$ cat src/rtl/binary_fluid_lbm_equilibrium_assert.svh
// Assertion macros shared by the RTL; clk and rst must be in scope.
`ifndef BINARY_FLUID_LBM_EQUILIBRIUM_ASSERT_SVH
`define BINARY_FLUID_LBM_EQUILIBRIUM_ASSERT_SVH

// same-cycle implication
`define BFLBM_ASSERT_IMPL(lbl, ante, cons, msg) \
  lbl: assert property (@(posedge clk) disable iff (rst) (ante) |-> (cons)) \
    else $error(msg);

// next-cycle implication
`define BFLBM_ASSERT_NEXT(lbl, ante, cons, msg) \
  lbl: assert property (@(posedge clk) disable iff (rst) (ante) |=> (cons)) \
    else $error(msg);

`endif

$ cat src/rtl/bflbm_pkg.sv
package bflbm_pkg;

  localparam int FRAC_BITS   = 24;
  localparam int CFG_INDEX_W = 2;

  typedef logic signed [31:0] q_t;
  typedef logic [3:0] dir_t;

  localparam q_t Q_MAX = 32'sh7FFF_FFFF;
  localparam q_t Q_MIN = -32'sh7FFF_FFFF - 32'sh1;

  localparam longint Q_ONE = longint'(1) << FRAC_BITS;

  localparam q_t K_1_12 = q_t'((Q_ONE + 6) / 12);
  localparam q_t K_1_6  = q_t'((Q_ONE + 3) / 6);
  localparam q_t K_1_3  = q_t'((Q_ONE + 1) / 3);
  localparam q_t K_1_9  = q_t'((Q_ONE + 4) / 9);
  localparam q_t K_4_9  = q_t'((4 * Q_ONE + 4) / 9);
  localparam q_t K_1_36 = q_t'((Q_ONE + 18) / 36);
  localparam q_t K_1_2  = q_t'((Q_ONE + 1) / 2);
  localparam q_t K_3_4  = q_t'((3 * Q_ONE + 2) / 4);
  localparam q_t K_3_2  = q_t'((3 * Q_ONE + 1) / 2);
  localparam q_t K_9_4  = q_t'((9 * Q_ONE + 2) / 4);
  localparam q_t K_9_2  = q_t'((9 * Q_ONE + 1) / 2);

  localparam q_t COEFF_A_RESET = q_t'(-((Q_ONE + 5) / 10));
  localparam q_t COEFF_B_RESET = q_t'((Q_ONE + 5) / 10);
  localparam q_t KAPPA_RESET   = q_t'((9 * Q_ONE + 50) / 100);

  localparam dir_t DIR_EAST  = 4'd0;
  localparam dir_t DIR_NORTH = 4'd1;
  localparam dir_t DIR_WEST  = 4'd2;
  localparam dir_t DIR_SOUTH = 4'd3;
  localparam dir_t DIR_NE    = 4'd4;
  localparam dir_t DIR_NW    = 4'd5;
  localparam dir_t DIR_SW    = 4'd6;
  localparam dir_t DIR_SE    = 4'd7;
  localparam dir_t DIR_REST  = 4'd8;

  // per-field node context handed from front to back
  typedef struct packed {
    q_t m;
    q_t mx;
    q_t my;
    q_t sxx;
    q_t syy;
    q_t dp;
    q_t dm;
    q_t u15;
  } fld_t;

  typedef struct packed {
    fld_t phi;
    fld_t rho;
  } node_t;

  function automatic q_t sat(input logic signed [63:0] v);
    if (v > 64'(Q_MAX)) return Q_MAX;
    if (v < 64'(Q_MIN)) return Q_MIN;
    return v[31:0];
  endfunction

  function automatic q_t qadd(input q_t a, input q_t b);
    return sat(64'(a) + 64'(b));
  endfunction

  function automatic q_t qsub(input q_t a, input q_t b);
    return sat(64'(a) - 64'(b));
  endfunction

  function automatic q_t qneg(input q_t a);
    return sat(-64'(a));
  endfunction

  function automatic q_t qimul(input q_t a, input logic signed [3:0] k);
    return sat(64'(a) * 64'(k));
  endfunction

  // round to nearest, ties toward plus infinity
  function automatic q_t qmul(input q_t a, input q_t b);
    logic signed [63:0] p;
    p = 64'(a) * 64'(b) + (64'sd1 <<< (FRAC_BITS - 1));
    return sat(p >>> FRAC_BITS);
  endfunction

endpackage

$ cat src/rtl/bflbm_queue.sv
`include "binary_fluid_lbm_equilibrium_assert.svh"

module bflbm_queue (
  input  logic              clk,
  input  logic              rst,
  input  logic              push_valid,
  output logic              push_ready,
  input  bflbm_pkg::node_t  push_data,
  output logic              pop_valid,
  input  logic              pop_ready,
  output bflbm_pkg::node_t  pop_data
);
  import bflbm_pkg::*;

  localparam int DEPTH = 2;
  localparam int PTR_W = $clog2(DEPTH);
  localparam int CNT_W = $clog2(DEPTH + 1);

  node_t             mem [DEPTH];
  logic [PTR_W-1:0]  wr_ptr;
  logic [PTR_W-1:0]  rd_ptr;
  logic [CNT_W-1:0]  count;
  logic              push;
  logic              pop;

  assign push_ready = count != CNT_W'(DEPTH);
  assign pop_valid  = count != '0;
  assign push       = push_valid && push_ready;
  assign pop        = pop_valid && pop_ready;
  assign pop_data   = mem[rd_ptr];

  always_ff @(posedge clk) begin
    if (rst) begin
      wr_ptr <= '0;
      rd_ptr <= '0;
      count  <= '0;
    end else begin
      if (push) wr_ptr <= (wr_ptr == PTR_W'(DEPTH - 1)) ? '0 : wr_ptr + 1'b1;
      if (pop)  rd_ptr <= (rd_ptr == PTR_W'(DEPTH - 1)) ? '0 : rd_ptr + 1'b1;
      if (push && !pop)      count <= count + 1'b1;
      else if (pop && !push) count <= count - 1'b1;
    end
  end

  always_ff @(posedge clk) begin
    if (push) mem[wr_ptr] <= push_data;
  end

  `BFLBM_ASSERT_IMPL(a_queue_bound, 1'b1, count <= CNT_W'(DEPTH), "queue count beyond depth")

endmodule

$ cat config.mk
export PLATFORM = sky130hd
export DESIGN_NAME = bflbm_queue
export DESIGN_NICKNAME = d
export VERILOG_FILES = /design/src/rtl/bflbm_pkg.sv /design/src/rtl/bflbm_queue.sv
export VERILOG_INCLUDE_DIRS = /design/src /design/src/rtl
export SDC_FILE = /design/constraint.sdc
export NUM_CORES = 1
export LEC_CHECK = 0
export BUFFER_PORTS_ARGS = -buffer_cell sky130_fd_sc_hd__buf_2
export CAP_MARGIN = 20
export CORE_AREA = 8 8 400 402
export CTS_CLUSTER_DIAMETER = 60
export DETAILED_ROUTE_END_ITERATION = 6
export DIE_AREA = 0 0 408 410
export SYNTH_ARGS = -nofsm -noshare
export SYNTH_HDL_FRONTEND = slang
export SYNTH_SLANG_ARGS = --single-unit
export TNS_END_PERCENT = 5
$ cat constraint.sdc
create_clock -name clk -period 18.5 [get_ports clk]
set_input_delay 1.85 -clock clk [delete_from_list [all_inputs] [get_ports clk]]
set_output_delay 1.85 -clock clk [all_outputs]
set_load 0.05 [all_outputs]
Word-level counts from Yosys, hierarchy flattened --
Memory sizes are Yosys's and may differ from the RTL's. A register that Yosys moved wholly into a read port is not among the register bits. Cells that the tools add are included.
Storage, ports and cells: flip-flop bits (word level) 4, memory bits (writable) 1024, input port bits 516, word-level logic and storage cells 25, memories 1
Operators by class: $add $sub $neg 4, equality and inequality tests 1, multiplexer cells 8, reduce and logical (&&, ||, !) cells 8
Memory list:
- mem | depth 2, width 512, read ports 1, clocked after Yosys merged registers in 1, wr ports 1, RTL line bflbm_queue.sv:19 | node_t mem [DEPTH];
Operator list (number):
- 2-to-1 mux 1 bit | 6
- logical AND 1 bit | 4
- 2-to-1 mux 2 bit | 2
- nonzero test 2 bit | 2
- adder 1 bit (second input constant) | 2
- adder 2 x 1 -> 2 bit (second input constant) | 1
- zero test 1 bit | 2
- inequality test 2 bit (second input constant) | 1
- subtractor 2 x 1 -> 2 bit (second input constant) | 1

Longest topological paths before layout --
word-level depth 6, gate-level depth with buffers 6, depth with buffers taken out 6

Worst setup path after synthesis --
No wires, ideal clock.
path type input -> register, start point input push_valid, end point memory mem[1][0] (netlist name), enable pin, arrival 13.500 ns, required time 17.553 ns, path slack 4.054 ns, stages on the path 1, path buffers 0, cells stage by stage and3_1
Between the ends: cells in the longest elaborated chain, start to end 3
RTL lines:
- from (decl) | RTL line bflbm_queue.sv:6 | input logic push_valid,
- logical AND 1 bit | RTL line bflbm_queue.sv:28 | assign push = push_valid && push_ready;
- 2-to-1 mux 1 bit | RTL line bflbm_queue.sv:46 | if (push) mem[wr_ptr] <= push_data;
- 2-to-1 mux 1 bit (not written as such) | RTL line bflbm_queue.sv:46
- to (decl) | RTL line bflbm_queue.sv:19
No other way between the ends.

==> reports/metrics.yaml <==
cts:
  htreeDepth: 3
  clock_path_buffers: 3
  clock-sinks: 1029
  cts_tree: "done"
  clk_pin_slew_worst_paths_ns: 0.06
  cts_root_buf: "clkbuf_16"
  holdBufCountCts: 0
  worstSkewPairLatency_ns: 0.72
  cts_resized: 0
  cts_buffers: 115
  post-cts-setup-buffers: 0
setup_path:
  worstSetupPathType: "reg -> out"
  endpoint: "pop_data[446]"
  worstPathMaxFanout: 63
  crit_required_ns: 16.65
  worstSetupStartpointType: "flop"
  arrival_ns: 5.41
  r2r-end: "mem[0][335]$_DFFE_PP_"
  rr_worst_depth: 6
  crit-reg2reg-launch: "count[0]$_SDFFE_PP0P_"
  r2r_slack_ns: 13.95
  end_kind: "output pin"
floorplanning:
  dieArea_um2: 167000
  die_y_um: 410
  core_um2: 153000
  die_w_um: 408
  pin_count: 1030
  start_util_pct: 24.4
  rows: 144
global_routing:
  grt_max_degree: 145
  overflow: 0
  antenna_found_initial: 121
  track_usage_pct: 13.4
  grt_pass1_vias: 20800
  grt_pass1_wl_mm: 161
routing:
  drt-initial-drc-count: 1338
  routed_via_density: 4.11
  antenna_left: 0
  drcViolationCount: 0
  vias: 20100
  drt-total-wl_mm: 119
  first_pass_iters: 5
  post_drt_wl_per_cell_um: 24.3
flow_run:
  max_cap_viol_count: 0
min_path:
  hold_class: "reg -> reg"
timing:
  maxSlewHeadroom_pct: 29.0
  worst_pin_slew_ns: 1.07
  fin_crit_sh_pct: 39.2
  fmax_ghz: 0.138
  setup_tns_ns: 0
  min_period_ns: 7.26
  timing_hold_violations_final: 0
  setup_violations: 0
  fin_worst_skew_ns: 0.0364
  worst_slack_ns: 11.24
  finalMaxSlewViolations: 0
  rsz0062_at_grt: "no"
synthesis:
  synthesis.area_um2: 37400
  ys_seq_elements: 1029
  postSynthCellCount: 1617
  synth_cell_types: 19
  yosysWarnings: 0
  yosysSeqAreaShare_pct: 82.5
  syn_area_per_cell_um2: 23.1
  syn_nets: 2134
placement:
  post-place-ws_ns: 11.58
  routabilityCongestion: 0.846
  dpl_cell_area_um2: 44600
  portBuffers: 1029
  place_hpwl_mm: 90.7
power:
  p_sw_share_pct: 37.8
  power_density_nw_per_um2: 164
  pwr-share-seq_pct: 37.6
  power_switching_mw: 3.01
  p_comb_share_pct: 33.4
  p_clk_share_pct: 29.0
  power.total_mw: 7.96
  p_int_mw: 4.95
  power_leakage_nw: 17.6
  max-vdd-ir-drop_mv: 0.107
finish:
  layout_commonest_cell: "buf_2"
  final_cell_mix: "buf_2, edfxtp_1, mux2_2, clkbuf_16, clkbuf_1"
  area_delta_synth_final_pct: 30.2
  finalInstanceArea_um2: 48700
  drive_above_1_share_pct: 61.4
  fin_nets: 3241
outcome:
  status: "complete, no violations"
## stage by stage
stage,hold slack [ns],std cells,utilization [%]
after floorplan,0.471,1617,-
after global placement,0.488,4650,29.1
after detailed placement,0.496,4650,29.1
after CTS,0.513,4864,31.7
after global routing,0.552,4887,31.7
final,0.506,4899,31.7
## power groups by stage
stage	registers [mW]	logic, mW	clock network (mW)
4_1_cts	2.99	2.69	2.38
6_report	2.99	2.66	2.31
2_1_floorplan	3.17	2.06	0
3_3_place_gp	3.04	2.68	0
3_5_place_dp	3.04	2.68	0
5_1_grt	3.02	2.78	2.46
## final cells by class
type | instances | area (um^2)
sequential | 1029 | 30900
timing repair buffer | 1047 | 5360
tap | 2044 | 2560
fill | 15000 | 105000
clock buffer | 149 | 3090
inverter | 1 | 11.3
clock inverter | 65 | 821
multi-input combinational | 530 | 5890
antenna | 34 | 85.1
## how the worst min path moves through the flow
stage	from	to	cells past startpoint
final	rd_ptr$_SDFFE_PP0P_	rd_ptr$_SDFFE_PP0P_	2
after global routing	rd_ptr$_SDFFE_PP0P_	rd_ptr$_SDFFE_PP0P_	2
after CTS	rd_ptr$_SDFFE_PP0P_	rd_ptr$_SDFFE_PP0P_	2
after detailed placement	rd_ptr$_SDFFE_PP0P_	rd_ptr$_SDFFE_PP0P_	2
after global placement	rd_ptr$_SDFFE_PP0P_	rd_ptr$_SDFFE_PP0P_	2
after floorplan	count[1]$_SDFFE_PP0P_	count[1]$_SDFFE_PP0P_	2
## worst max-delay path, cell delays in order, from the launching register on
cell	delay [ns]
dfxtp_4	0.82
buf_4	0.81
buf_4	0.73
buf_4	0.70
buf_4	0.51
buf_16	0.31
mux2_2	0.38
buf_2	0.21
## synth_stat cells
cell type | instances | area (um^2)
buf_2 | 3 | 15.0
a21bo_2 | 1 | 10.0
dfxtp_1 | 5 | 100
or2_2 | 1 | 6.26
a21oi_1 | 2 | 10.0
clkbuf_8 | 8 | 110
xor2_1 | 3 | 26.3
nor2_1 | 3 | 11.3
o21ai_0 | 2 | 10.0
inv_1 | 1 | 3.75
or3_1 | 1 | 6.26
nand2b_1 | 1 | 6.26
mux2_2 | 512 | 5770
ha_1 | 1 | 12.5
and3_1 | 1 | 6.26
buf_6 | 46 | 518
nand3b_1 | 1 | 7.51
and2_1 | 1 | 6.26
edfxtp_1 | 1024 | 30700
## flip-flops by register name, summed over array words and instances (netlist names), named ones only
| signal | flops |
|---|---|
| count | 2 |
| mem | 1024 |
| rd_ptr | 1 |
| wr_ptr | 1 |
## cells by family after synthesis
kind of cell | share of synthesized area, %
AOI/OAI and AO/OA | 0.0803
adders and majority gates | 0.0335
DFF | 82.5
xor gates and xnor gates | 0.0703
muxes | 15.4
and+or+nand+nor | 0.134
buffers and inverters | 1.73
## layer usage
layer  vias to the layer above  GRT usage (%)  wire (um)
met4                        26           6.23       4390
met3                       291           6.38      12700
met5                         -              0        169
met1                     10000           14.0      41900
li1                       8778              -          -
met2                       986           22.9      59900
(Power assumes the default switching activity.)
